$ cat config.mk
export PLATFORM = sky130hd
export DESIGN_NAME = two_digit_blink_code_generator
export DESIGN_NICKNAME = d
export VERILOG_FILES = /design/src/tdbcg_pkg.sv /design/src/tdbcg_core.sv /design/src/tdbcg_out_reg.sv /design/src/two_digit_blink_code_generator.sv
export SDC_FILE = /design/constraint.sdc
export NUM_CORES = 1
export LEC_CHECK = 0
export ABC_AREA = 1
export BUFFER_PORTS_ARGS = -buffer_cell sky130_fd_sc_hd__buf_4
export CAP_MARGIN = 20
export CORE_AREA = 2 2 132 102
export DETAILED_ROUTE_END_ITERATION = 6
export DIE_AREA = 0 0 134 104
export GPL_ROUTABILITY_DRIVEN = 0
export PLACE_DENSITY = 0.79
export REMOVE_ABC_BUFFERS = 1
export SLEW_MARGIN = 20
export SYNTH_ARGS = -nofsm -noshare
export SYNTH_HDL_FRONTEND = slang
export SYNTH_SLANG_ARGS = --single-unit
$ cat constraint.sdc
create_clock -name clk -period 4.6 [get_ports clk]
set_clock_uncertainty 0.05 [all_clocks]
set_input_delay 1.38 -clock clk [delete_from_list [all_inputs] [get_ports clk]]
set_output_delay 1.38 -clock clk [all_outputs]
set_load 0.005 [all_outputs]
$ cat src/tdbcg_pkg.sv
// shared types and constants for the two-digit blink code generator
// no dependencies; imported by tdbcg_core, tdbcg_out_reg and the top level
`timescale 1ns / 1ps
`default_nettype none

package tdbcg_pkg;

	localparam int unsigned CODE_W     = 8;
	localparam int unsigned DIGIT_W    = 4;
	localparam int unsigned INTERVAL_W = 24;
	localparam int unsigned TIME_W     = 32;
	localparam int unsigned TALLY_W    = 5;
	localparam int unsigned CFG_IDX_W  = 1;
	localparam int unsigned CFG_DATA_W = 24;
	localparam int unsigned OUT_DATA_W = 8;

	localparam logic [INTERVAL_W-1:0] INTERVAL_RESET = 24'd2500;

	// register indexes on the configuration channel
	localparam logic [CFG_IDX_W-1:0] REG_BLINK_CODE      = 1'b0;
	localparam logic [CFG_IDX_W-1:0] REG_TOGGLE_INTERVAL = 1'b1;

	typedef struct packed {
		logic [CODE_W-1:0]     blink_code;
		logic [INTERVAL_W-1:0] toggle_interval;
	} cfg_t;

	typedef struct packed {
		logic on_high_digit;
		logic blink_active;
		logic led_on;
	} result_t;

endpackage

`default_nettype wire

$ cat src/tdbcg_core.sv
// blink state registers and the single-pass next-state logic
// depends on tdbcg_pkg
`timescale 1ns / 1ps
`default_nettype none

module tdbcg_core
	import tdbcg_pkg::*;
#(
	parameter int unsigned GAP_FACTOR = 8
) (
	input  wire logic              clk,
	input  wire logic              arst_n,
	input  wire logic              step,
	input  wire logic [TIME_W-1:0] now_time,
	input  wire cfg_t              cfg,
	output result_t                res
);

	localparam int unsigned GAP_W = TIME_W + 1;

	logic [TIME_W-1:0]  stamp_q;
	logic [TALLY_W-1:0] tally_q;
	logic               phase_q;

	logic [TIME_W-1:0]  stamp_d;
	logic [TALLY_W-1:0] tally_d;
	logic               phase_d;

	logic [DIGIT_W-1:0] lo_digit;
	logic [DIGIT_W-1:0] hi_digit;
	logic [DIGIT_W-1:0] digit;
	logic               phase_sel;
	logic               in_digit;
	logic [GAP_W-1:0]   gap_wide;
	logic [TIME_W-1:0]  span;
	logic [TIME_W-1:0]  delta;
	logic               hit;
	logic               code_zero;

	always_comb begin
		lo_digit  = cfg.blink_code[DIGIT_W-1:0];
		hi_digit  = cfg.blink_code[CODE_W-1:DIGIT_W];
		code_zero = (cfg.blink_code == '0);

		// single digit forces the phase
		if (lo_digit != '0 && hi_digit != '0) begin
			phase_sel = phase_q;
		end else if (lo_digit != '0) begin
			phase_sel = 1'b0;
		end else begin
			phase_sel = 1'b1;
		end

		digit    = phase_sel ? hi_digit : lo_digit;
		in_digit = (tally_q[TALLY_W-1:1] < digit);

		// gap after the high digit is twice as long
		gap_wide = (GAP_W'(cfg.toggle_interval) * GAP_W'(GAP_FACTOR)) << phase_sel;
		if (in_digit) begin
			span = TIME_W'(cfg.toggle_interval);
		end else if (gap_wide[GAP_W-1]) begin
			span = '1;
		end else begin
			span = gap_wide[TIME_W-1:0];
		end

		delta = now_time - stamp_q;
		hit   = (delta >= span);

		stamp_d = stamp_q;
		tally_d = tally_q;
		phase_d = phase_q;
		if (!code_zero) begin
			phase_d = phase_sel;
			if (hit) begin
				stamp_d = now_time;
			end
			if (in_digit) begin
				if (hit) begin
					tally_d = tally_q + TALLY_W'(1);
				end
			end else if (hit) begin
				tally_d = '0;
				phase_d = !phase_sel;
			end
		end

		res.led_on        = !code_zero && !tally_d[0];
		res.blink_active  = !code_zero;
		res.on_high_digit = !code_zero && phase_d;
	end

	always_ff @(posedge clk or negedge arst_n) begin
		if (!arst_n) begin
			stamp_q <= '0;
			tally_q <= '0;
			phase_q <= 1'b0;
		end else if (step) begin
			stamp_q <= stamp_d;
			tally_q <= tally_d;
			phase_q <= phase_d;
		end
	end

`ifndef NO_ASSERTIONS
	// a digit never needs more than thirty toggles
	a_tally_range: assert property (@(posedge clk) disable iff (!arst_n)
		tally_q <= TALLY_W'(30))
		else $error("toggle tally out of range");

	// a zero code freezes all state
	a_zero_holds: assert property (@(posedge clk) disable iff (!arst_n)
		(step && code_zero) |=> ($stable(tally_q) && $stable(phase_q) && $stable(stamp_q)))
		else $error("state moved while code is zero");

	// state only moves on a step
	a_idle_holds: assert property (@(posedge clk) disable iff (!arst_n)
		!step |=> ($stable(tally_q) && $stable(phase_q) && $stable(stamp_q)))
		else $error("state moved without a step");

	// a toggle always restarts the stamp at the sample time
	a_stamp_on_toggle: assert property (@(posedge clk) disable iff (!arst_n)
		(step && tally_d != tally_q) |=> (stamp_q == $past(now_time)))
		else $error("tally moved without restarting the stamp");
`endif

endmodule

`default_nettype wire

$ cat src/tdbcg_out_reg.sv
// result register on the master side of the stream
// depends on tdbcg_pkg
`timescale 1ns / 1ps
`default_nettype none

module tdbcg_out_reg
	import tdbcg_pkg::*;
(
	input  wire logic                  clk,
	input  wire logic                  arst_n,
	input  wire logic                  load,
	input  wire result_t               res,
	output logic                       space,
	output logic                       m_tvalid,
	input  wire logic                  m_tready,
	output logic [OUT_DATA_W-1:0]      m_tdata
);

	logic    valid_q;
	result_t res_q;

	// register is free when empty or when its beat leaves this cycle
	assign space    = !valid_q || m_tready;
	assign m_tvalid = valid_q;
	assign m_tdata  = {{(OUT_DATA_W-3){1'b0}}, res_q.on_high_digit, res_q.blink_active,
		res_q.led_on};

	always_ff @(posedge clk or negedge arst_n) begin
		if (!arst_n) begin
			valid_q <= 1'b0;
		end else if (space) begin
			valid_q <= load;
		end
	end

	always_ff @(posedge clk) begin
		if (load && space) begin
			res_q <= res;
		end
	end

`ifndef NO_ASSERTIONS
	// loads only arrive when there is room
	a_no_overrun: assert property (@(posedge clk) disable iff (!arst_n)
		load |-> space)
		else $error("result loaded into a full register");

	// an inactive result carries no lamp or digit
	a_inactive_clean: assert property (@(posedge clk) disable iff (!arst_n)
		(valid_q && !res_q.blink_active) |-> (!res_q.led_on && !res_q.on_high_digit))
		else $error("inactive result with lamp or digit set");

	// a loaded result is shown next cycle
	a_load_shows: assert property (@(posedge clk) disable iff (!arst_n)
		load |=> valid_q)
		else $error("loaded result not presented");
`endif

endmodule

`default_nettype wire

$ cat src/two_digit_blink_code_generator.sv
// top level of the two-digit blink code generator: input stage, core, result register
// depends on tdbcg_pkg, tdbcg_core and tdbcg_out_reg
`timescale 1ns / 1ps
`default_nettype none

// Two-digit blink code generator for an error LED.
// Slave stream: each beat carries the current free-running time (s_tdata[31:0]).
// Master stream: one result beat per input beat, in order; m_tdata bit 0 led_on,
//   bit 1 blink_active, bit 2 on_high_digit, bits 7:3 zero.
// Configuration channel: cfg_index 0 writes blink_code (cfg_data[7:0]), index 1
//   writes toggle_interval (cfg_data[23:0]); cfg_ready is always high. Write it
//   only while no beat is in flight.
// Pipeline: an accepted beat is registered in the input stage; once the result
//   register has room, its blink state is updated and its result is loaded into
//   the result register, which then drives m_tvalid until the beat leaves.
// Throughput: one beat per cycle while the receiver does not stall; the state
//   update is a combinational 32-bit subtract and compare plus small counter logic.
// Reset (arst_n low, asynchronous): both stages empty, blink code 0, toggle
//   interval 2500, time stamp, toggle count and digit phase zero.
// Receiver stall: the result register holds its beat, the input stage fills,
//   then s_tready drops; no beat is lost or repeated.
module two_digit_blink_code_generator
	import tdbcg_pkg::*;
#(
	parameter int unsigned GAP_FACTOR = 8
) (
	input  wire logic                  clk,
	input  wire logic                  arst_n,
	// slave stream: [31:0] now_time
	input  wire logic                  s_tvalid,
	output logic                       s_tready,
	input  wire logic [TIME_W-1:0]     s_tdata,
	// master stream: [0] led_on, [1] blink_active, [2] on_high_digit, [7:3] zero
	output logic                       m_tvalid,
	input  wire logic                  m_tready,
	output logic [OUT_DATA_W-1:0]      m_tdata,
	// configuration writes
	input  wire logic                  cfg_valid,
	output logic                       cfg_ready,
	input  wire logic [CFG_IDX_W-1:0]  cfg_index,
	input  wire logic [CFG_DATA_W-1:0] cfg_data
);

	cfg_t              cfg_q;
	logic              valid_s1;
	logic [TIME_W-1:0] now_s1;
	logic              out_space;
	logic              step;
	result_t           res;

	// config registers
	assign cfg_ready = 1'b1;

	always_ff @(posedge clk or negedge arst_n) begin
		if (!arst_n) begin
			cfg_q.blink_code      <= '0;
			cfg_q.toggle_interval <= INTERVAL_RESET;
		end else if (cfg_valid && cfg_ready) begin
			unique case (cfg_index)
				REG_BLINK_CODE: begin
					cfg_q.blink_code <= cfg_data[CODE_W-1:0];
				end
				REG_TOGGLE_INTERVAL: begin
					cfg_q.toggle_interval <= cfg_data[INTERVAL_W-1:0];
				end
				default: begin
					cfg_q <= cfg_q;
				end
			endcase
		end
	end

	// input stage: the beat in it is processed once the result register has room
	assign step     = valid_s1 && out_space;
	assign s_tready = !valid_s1 || step;

	always_ff @(posedge clk or negedge arst_n) begin
		if (!arst_n) begin
			valid_s1 <= 1'b0;
		end else if (s_tready) begin
			valid_s1 <= s_tvalid;
		end
	end

	always_ff @(posedge clk) begin
		if (s_tvalid && s_tready) begin
			now_s1 <= s_tdata;
		end
	end

	tdbcg_core #(
		.GAP_FACTOR (GAP_FACTOR)
	) u_core (
		.clk      (clk),
		.arst_n   (arst_n),
		.step     (step),
		.now_time (now_s1),
		.cfg      (cfg_q),
		.res      (res)
	);

	tdbcg_out_reg u_out (
		.clk      (clk),
		.arst_n   (arst_n),
		.load     (step),
		.res      (res),
		.space    (out_space),
		.m_tvalid (m_tvalid),
		.m_tready (m_tready),
		.m_tdata  (m_tdata)
	);

`ifndef NO_ASSERTIONS
	// an accepted beat always reaches the input stage
	a_accept_fills: assert property (@(posedge clk) disable iff (!arst_n)
		(s_tvalid && s_tready) |=> valid_s1)
		else $error("accepted beat not captured");

	// the input stage only stalls behind a full, stalled result register
	a_stall_cause: assert property (@(posedge clk) disable iff (!arst_n)
		!s_tready |-> (m_tvalid && !m_tready))
		else $error("input stalled without a downstream stall");

	// padding bits of the result stay zero
	a_pad_zero: assert property (@(posedge clk) disable iff (!arst_n)
		m_tvalid |-> (m_tdata[OUT_DATA_W-1:3] == '0))
		else $error("nonzero padding in result beat");
`endif

endmodule

`default_nettype wire
## Yosys cells after proc, flatten, opt, wreduce, memory -nomap -nowiden

Cells that the tools add are included.

- Register bits: 107

- $add $sub $neg: 2
- Bitwise operators: 2
- Reduce and logical (&&, ||, !) cells: 19
- Shift-type cells: 1
- $lt $le $gt $ge: 2
- Muxes and demuxes: 12

Operator list:

| cell | count |
|---|---|
| two-way mux 32 bit | 2 |
| << shifter 27 x 1 -> 33 bit | 1 |
| >= comparator 32 bit | 1 |
| subtractor 32 bit | 1 |
| two-way mux 5 bit | 3 |
| zero test 8 bit | 1 |
| nonzero test 4 bit | 2 |
| logical AND 1 bit | 6 |
| two-way mux 1 bit | 6 |
| adder 5 x 1 -> 5 bit, second input constant | 1 |
| zero test 1 bit | 5 |
| < comparator 4 bit | 1 |
| two-way mux 4 bit | 1 |
| AND reduction 2 bit | 2 |
| AND reduction 3 bit | 1 |
| logical OR 1 bit | 2 |
| inverter 1 bit | 2 |

## Depth between registers and ports, before layout

Gate-level depths: netlist (run 1).

- Word-level depth: 12
- Depth in mapped cells: 36
- Mapped depth without buffers: 34

## Cells and area by module

A second synthesis (run 1) with hierarchy kept.

- Cells, all modules: 954
- Area total of the unflattened synthesis: 7609.8 um2

Modules (own cells, without submodules):

| module | area each (um2) | cells each | seq. area each (um2) | times used |
|---|---|---|---|---|
| tdbcg_core | 5088.6 | 757 | 950.9 | 1 |
| two_digit_blink_code_generator | 2344.7 | 182 | 1793.0 | 1 |
| tdbcg_out_reg | 176.4 | 15 | 115.1 | 1 |

## Worst setup path before layout (run 1)

Ideal clock, no wire load.

- Kind: register -> register
- From: reg cfg_q[25] (netlist name)
- To: reg u_out.res_q (netlist bit u_out.m_tdata[0]) (data pin)
- Data arrival time: 3.630 ns
- Stages on the path, launching flop included: 32
- Buffers on the path: 2
- Clock period less this slack: 3.942 ns
- Path slack: 0.658 ns
- Path through: dfrtp_1 nor2_1 nand2_1 nand2_1 clkbuf_1 mux2i_1 ha_1 o31ai_1 nand2_1 nand3_1 nand2_1 clkbuf_1 nand2_1 o21ai_0 ha_1 nand2_1 inv_1 nor2_1 o21a_1 nand2_1 nand2_1 nand2_1 nand2_1 nand2_1 nand2_1 nand2_1 nand2_1 nand3_4 inv_1 ha_1 o21ai_1 nor2_1

RTL lines:

| item | RTL line | text |
|---|---|---|
| start: declaration | two_digit_blink_code_generator.sv:44 | `cfg_t cfg_q;` |
| start signal: assignment | two_digit_blink_code_generator.sv:67 | `cfg_q <= cfg_q;` |
| end signal: assignment | tdbcg_out_reg.sv:38 | `res_q <= res;` |
| end: declaration | tdbcg_out_reg.sv:20 | `result_t res_q;` |

==> impl_metrics.py, run 1 <==
metrics = {
    "floorplan": {
        "io_pins": 73,
        "start_util_pct": 58.51,
        "placementRows": 36,
        "die_w_um": 134,
        "die_area_um2": 13940,
        "core_area_um2": 12660,
        "dieHeight_um": 104,
    },
    "worst_setup_path": {
        "crit_start": "now_s1[4]$_DFFE_PP_",
        "rr_startpoint": "now_s1[4]$_DFFE_PP_",
        "cp.arrival_ns": 4.29,
        "setup.worst_path.end_class": "flip-flop",
        "start_kind": "flip-flop",
        "path_cells": "ha_1 -> nand2_1 -> nor2_1 -> nand2_1 -> nand2_1 -> nand2_1 -> nand2_1 -> a21oi_1 -> o31ai_1 -> a31oi_1 -> xor2_1 -> ha_1 -> nand2_1 -> nor2_1 -> a211oi_1 -> nand3_1 -> nor2_2 -> nand3_4 -> inv_1 -> ha_1 -> o21ai_1 -> nor2_1",
        "cp_common_cell": "nand2_1",
        "cp_top_family": "simple AND/OR/NAND/NOR gates",
        "crit_buf_inv": 1,
        "max_stage_delay_ns": 0.41,
        "worstPathRequired_ns": 4.66,
        "slowest_stage": "edfxtp_1",
        "worstPathMaxFanout": 6,
        "worstSetupPathType": "flip-flop to flip-flop",
    },
    "power_and_ir_drop": {
        "power_mw": 5.478,
        "ir_drop_uv": 358.3,
        "p_leak_nw": 4.213,
        "p_per_area_nw_per_um2": 657.3,
    },
    "logic_synthesis": {
        "synth_sequential_area_ratio_pct": 38.60,
        "async_reset_ff_share_pct": 67.29,
        "synth_ff_type": "dfrtp_1",
        "synth_compound_area_share_pct": 12.94,
        "syn-cell-area_um2": 7406,
        "syn_area_per_cell_um2": 8.041,
        "yosys_warnings": 0,
        "synth-seq-cells": 107,
        "synth_top_family_by_area": "simple AND/OR/NAND/NOR gates",
        "synthAdderAreaFrac_pct": 11.08,
        "synth_edf_count": 35,
        "synth-simple-area-share_pct": 22.88,
        "netlist_instances": 921,
        "synth_cell_types": 50,
        "synth-xor-area-share_pct": 3.548,
        "synthMuxAreaShare_pct": 1.656,
    },
    "sta": {
        "fin_crit_ns": 4.224,
        "hold_viol": 0,
        "rsz0062_at_grt": "no",
        "max_freq_mhz": 236.8,
        "finalSetupViolations": 0,
        "setup_tns_ns": 0,
        "finalCritPeriodShare_pct": 91.82,
        "slew_viol_final": 0,
        "worst_pin_slew_ns": 1.064,
        "slew_headroom_pct": 28.93,
    },
    "cells_and_area": {
        "layout_commonest_cell": "nand2_1",
        "final_cells": 1161,
        "nets": 1112,
        "num_antenna_cells": 0,
        "final_cell_mix": "nand2_1 (257), inv_1 (121), buf_4 (75)",
        "drive_gt1_share_pct": 18.79,
        "area_growth_syn_to_layout_pct": 12.54,
        "nFillCells": 1070,
    },
    "global_route": {
        "grt_pass1_vias": 5743,
        "antenna_found_initial": 0,
        "grt_util_all_layers_pct": 23.38,
        "grt_pass1_wl_um": 26640,
        "gr-total-overflow": 0,
        "grt_max_degree": 73,
    },
    "detailed_routing": {
        "drt_first_pass_iters": 5,
        "wl_met1_um": 7750,
        "route.met3.wl_um": 768,
        "vias_per_cell": 5.169,
        "wl_met2_um": 6780,
        "wirelength_um": 15520,
        "vias": 6001,
        "wl_per_cell_um": 13.37,
        "drcViolationCount": 0,
        "ant_nets": 0,
        "drt_iter0_markers": 343,
        "topRoutingLayerUsed": "met4",
    },
    "flow_run": {
        "cap_violations": 0,
    },
    "clocking": {
        "htreeDepth": 3,
        "hold_buffers": 0,
        "path_clk_slew_ns": 0.08,
        "cts_buffer_depth": 2,
        "clock_latency_ns": 0.36,
        "cts_sinks": 107,
        "post_cts_buffers": 0,
        "cts-root-buf": "clkbuf_16",
        "cts_tree": "built",
        "cts_buffers": 9,
    },
    "place": {
        "dp.cells": 1145,
        "dp_hpwl_um": 11730,
        "port_buffers": 66,
    },
    "outcome": {
        "status": "completed",
    },
    "worst_hold_path": {
        "hold_start": "cfg_q[31]$_DFFE_PN0P_",
        "min_path_type": "flip-flop to flip-flop",
    },
}
-- worst register-to-register path, cell delays in order (launching register included) --
cell and delay [ns]:
edfxtp_1 0.41, ha_1 0.38, nand2_1 0.10, nor2_1 0.14, nand2_1 0.06, nand2_1 0.14
nand2_1 0.08, nand2_1 0.16, a21oi_1 0.13, o31ai_1 0.35, a31oi_1 0.16, xor2_1 0.17
ha_1 0.33, nand2_1 0.08, nor2_1 0.05, a211oi_1 0.21, nand3_1 0.13, nor2_2 0.13
nand3_4 0.14, inv_1 0.13, ha_1 0.23, o21ai_1 0.16, nor2_1 0.05
-- power breakdown --
part           total (mW)  internal, mW  switching (mW)
clock network       0.809         0.417           0.392
registers            1.33          1.22           0.113
logic                3.34          1.30            2.04
-- final timing paths --
check	endpoint	slack [ns]	cells after the start
max	u_out.m_tdata[0]$_DFFE_PP_	0.38	22
min reg2reg	cfg_q[31]$_DFFE_PN0P_	0.45	2
min in group asynchronous	u_core.stamp_q[13]$_DFFE_PN0P_	1.11	1
max in group asynchronous	u_core.stamp_q[27]$_DFFE_PN0P_	2.76	1
max reg2reg	u_out.m_tdata[0]$_DFFE_PP_	0.38	22
min	cfg_q[31]$_DFFE_PN0P_	0.45	2
-- per-stage QoR --
step                setup slack (ns)  hold slack, ns  util [%]  area (µm²)
floorplan                    -0.1745          0.4030         -        7209
global placement              0.4552          0.4228     63.32        8014
detailed placement            0.3621          0.4335     63.32        8014
CTS                           0.2885          0.4529     65.77        8324
global route                0.002756          0.4931     65.85        8334
finish                        0.3763          0.4494     65.85        8334
-- cell type report --
cell class	count	area, µm²	share of cell area, %
clock buffers	10	250.2	3.003
well taps	171	214.0	2.567
flip-flops and latches	107	2859	34.30
repair buffers	77	594.3	7.131
inverters	125	473.0	5.675
clock inverters	6	60.06	0.7206
multi-input cells	665	3884	46.60
-- cells by family (layout without fill, tap and decap cells) --
logic type               Yosys count  after routing
AND/OR/NAND/NOR                  395            395
AO/OA/AOI/OAI                    158            158
buffers and inverters            153            218
flip-flops                       107            107
adder cells (fa/ha/maj)           65             65
XOR/XNOR                          30             30
multiplexers                      11             11
other                              2              6
-- routing by layer --
| layer | vias up | track usage [%] |
|---|---|---|
| met2 | 147 | 36.08 |
| met3 | 22 | 4.532 |
| met1 | 2744 | 34.04 |
| li1 | 3088 | - |
| met4 | 0 | 5.547 |
| met5 | - | 0 |
-- synth_stat cells, types with 2 or more instances --
library cell / instances / area [µm²]
o21bai_1: 3 / 22.52
buf_12: 3 / 60.06
a211oi_1: 2 / 15.01
ha_1: 64 / 800.8
o31ai_1: 2 / 15.01
a21oi_1: 39 / 195.2
nand3_1: 23 / 115.1
a21o_1: 4 / 30.03
dfrtp_1: 67 / 1677
nand4_1: 2 / 12.51
mux2_2: 10 / 112.6
buf_4: 6 / 45.04
nand2_2: 3 / 18.77
conb_1: 2 / 7.510
xor2_1: 21 / 183.9
clkbuf_1: 14 / 52.55
buf_6: 3 / 33.78
o21ai_0: 60 / 300.3
nand3_2: 2 / 20.02
a31oi_1: 5 / 31.28
a21oi_2: 29 / 254.0
dfstp_2: 5 / 131.4
nand2_1: 258 / 968.4
and3_1: 3 / 18.77
o21a_1: 2 / 15.01
nor2_1: 55 / 206.5
edfxtp_1: 35 / 1051
nor3_1: 8 / 40.04
o21ai_1: 7 / 35.03
inv_1: 122 / 457.9
inv_2: 3 / 11.26
xnor2_1: 9 / 78.83
nor2_2: 33 / 206.5
-- sequential cells by signal, summed over array words and instances (netlist names) --
name            flops
u_core.phase_q      1
u_out.m_tdata       3
u_core.tally_q      5
cfg_q              32
valid_s1            1
now_s1             32
u_core.stamp_q     32
u_out.m_tvalid      1
-- repair_timing --
action,in CTS,in global routing
setup endpoints to repair,0,22
hold endpoints to repair,0,0
gates resized for setup,0,5
No activity file was read; power rests on OpenSTA's default activity.
==> inputs of run 2 (changes only) <==
--- a/config.mk
+++ b/config.mk
@@ -8,11 +8,13 @@
 export ABC_AREA = 1
 export BUFFER_PORTS_ARGS = -buffer_cell sky130_fd_sc_hd__buf_4
 export CAP_MARGIN = 20
-export CORE_AREA = 2 2 132 102
+export CELL_PAD_IN_SITES_DETAIL_PLACEMENT = 0
+export CELL_PAD_IN_SITES_GLOBAL_PLACEMENT = 1
+export CORE_AREA = 2 2 152 117
 export DETAILED_ROUTE_END_ITERATION = 6
-export DIE_AREA = 0 0 134 104
+export DIE_AREA = 0 0 154 119
 export GPL_ROUTABILITY_DRIVEN = 0
-export PLACE_DENSITY = 0.79
+export PLACE_DENSITY_LB_ADDON = 0.1
 export REMOVE_ABC_BUFFERS = 1
 export SLEW_MARGIN = 20
 export SYNTH_ARGS = -nofsm -noshare
==> impl_metrics.py, run 2 (same netlist as run 1, synthesis figures left out) <==
metrics = {
    "clocking": {
        "cts_buffer_depth": 2,
        "cts_sinks": 107,
        "path_clk_slew_ns": 0.08,
        "cts_buffers": 9,
        "hold_buffers": 0,
        "clock_latency_ns": 0.36,
        "cts-root-buf": "clkbuf_16",
        "cts_tree": "built",
        "htreeDepth": 3,
    },
    "cells_and_area": {
        "area_growth_syn_to_layout_pct": 13.62,
        "drive_gt1_share_pct": 19.20,
        "top_regs": "cfg_q: 32 flops, now_s1: 32 flops, u_core.stamp_q: 32 flops",
        "num_antenna_cells": 0,
        "final_cells": 1215,
        "final_cell_mix": "nand2_1 (258), inv_1 (121), buf_4 (78)",
        "fin_area_um2": 8414,
        "layout_commonest_cell": "nand2_1",
        "nets": 1117,
    },
    "global_route": {
        "grt_pass1_vias": 5483,
        "grt_util_all_layers_pct": 19.14,
        "antenna_found_initial": 0,
        "grt_pass1_wl_um": 27830,
        "grt_max_degree": 73,
        "gr-total-overflow": 0,
    },
    "detailed_routing": {
        "wirelength_um": 16490,
        "topRoutingLayerUsed": "met4",
        "drcViolationCount": 0,
        "ant_nets": 0,
        "vias_per_cell": 4.812,
        "wl_met1_um": 9007,
        "vias": 5847,
        "wl_per_cell_um": 13.57,
        "route.met3.wl_um": 612,
        "drt_first_pass_iters": 4,
        "drt_iter0_markers": 304,
        "wl_met2_um": 6696,
    },
    "place": {
        "dp_hpwl_um": 12850,
        "port_buffers": 66,
        "dp.cells": 1198,
        "dpl_cell_area_um2": 8118,
    },
    "worst_setup_path": {
        "cp.arrival_ns": 4.21,
        "rr_startpoint": "now_s1[0]$_DFFE_PP_",
        "start_kind": "flip-flop",
        "crit_start": "now_s1[0]$_DFFE_PP_",
        "worstPathMaxFanout": 6,
        "worstSetupPathType": "flip-flop to flip-flop",
        "worstPathRequired_ns": 4.65,
        "setup.worst_path.end_class": "flip-flop",
    },
    "flow_run": {
        "cap_violations": 0,
    },
    "floorplan": {
        "dieHeight_um": 119,
        "io_pins": 73,
        "core_area_um2": 17080,
        "die_area_um2": 18330,
        "die_w_um": 154,
        "placementRows": 42,
        "start_util_pct": 43.36,
    },
    "sta": {
        "worst_pin_slew_ns": 1.033,
        "fin_crit_ns": 4.163,
        "slew_viol_final": 0,
        "timing.hold.ws_ns": 0.4514,
        "finalSetupViolations": 0,
        "setup_tns_ns": 0,
        "max_freq_mhz": 240.2,
        "finalCritPeriodShare_pct": 90.50,
        "slew_headroom_pct": 30.96,
        "rsz0062_at_grt": "no",
        "hold_viol": 0,
    },
    "power_and_ir_drop": {
        "p_leak_nw": 4.223,
        "p_per_area_nw_per_um2": 649.6,
        "power_mw": 5.466,
        "ir_drop_uv": 238.8,
    },
    "worst_hold_path": {
        "min_path_type": "flip-flop to flip-flop",
        "hold_start": "u_core.stamp_q[31]$_DFFE_PN0P_",
    },
    "outcome": {
        "status": "completed",
    },
}
-- run 2: changes by cell type in the layout (fill, tap and decap cells not counted), moves of 3 or more --
cell and change:
o21ai_1 +5, buf_4 +3, clkbuf_1 +3, inv_8 -3, o21ai_0 -5
-- run 2: worst max-delay path: stages (launching register included) --
cell and delay (ns):
edfxtp_1 0.38, inv_1 0.09, ha_1 0.16, inv_1 0.06
fa_1 0.40, nand2_1 0.07, nand2_1 0.06, and2_4 0.15
nand3_1 0.07, nand3_2 0.12, nand2_1 0.08, nand3_1 0.10
a21boi_1 0.29, o21bai_1 0.13, xor2_1 0.16, ha_1 0.20
a21oi_1 0.14, nor2_1 0.05, a211oi_1 0.16, nand3_1 0.11
nor2_2 0.14, nand3_4 0.15, inv_1 0.13, ha_1 0.23
o21ai_1 0.17, nor2_1 0.05
-- run 2: power breakdown --
| part | leakage, nW | internal (mW) | switching, mW |
|---|---|---|---|
| clock | 0.127 | 0.369 | 0.362 |
| combinational | 2.93 | 1.33 | 2.08 |
| sequential | 1.16 | 1.22 | 0.113 |
| total | 4.22 | 2.91 | 2.55 |
-- run 2: timing repair --
action,4_1_cts,5_1_grt
resized for setup,0,12
buffers inserted,0,1
setup endpoints to repair,0,2
-- run 2: area by class of cell --
class / instances / area [µm²]
inverters: 125 / 469.2
multi-input cells: 665 / 3901
fillers: 1722 / 8665
clock buffers: 12 / 236.5
well taps: 220 / 275.3
flip-flops and latches: 107 / 2859
clock inverters: 4 / 25.02
repair buffers: 82 / 648.1
-- run 2: through the flow --
stage               utilization, %  setup slack [ns]
floorplan                        -           -0.1745
global placement             47.53            0.3324
detailed placement           47.53            0.3036
CTS                          49.06            0.2808
global route                 49.27          0.001935
finish                       49.27            0.4372
-- run 2: path summary, 6_finish.rpt --
path / end / slack, ns / depth (start not counted)
worst max-delay path: u_out.m_tdata[0]$_DFFE_PP_ / 0.44 / 25
worst min-delay path: u_core.stamp_q[31]$_DFFE_PN0P_ / 0.45 / 2
worst max register to register: u_out.m_tdata[0]$_DFFE_PP_ / 0.44 / 25
worst min register to register: u_core.stamp_q[31]$_DFFE_PN0P_ / 0.45 / 2
max in group asynchronous: u_core.stamp_q[7]$_DFFE_PN0P_ / 3.00 / 1
min in group asynchronous: u_core.stamp_q[29]$_DFFE_PN0P_ / 0.98 / 1
-- run 2: layer usage --
metal	vias up	GRT usage [%]
li1	3093	-
met1	2637	29.11
met2	104	28.14
met3	13	3.457
met4	0	4.498
met5	-	0
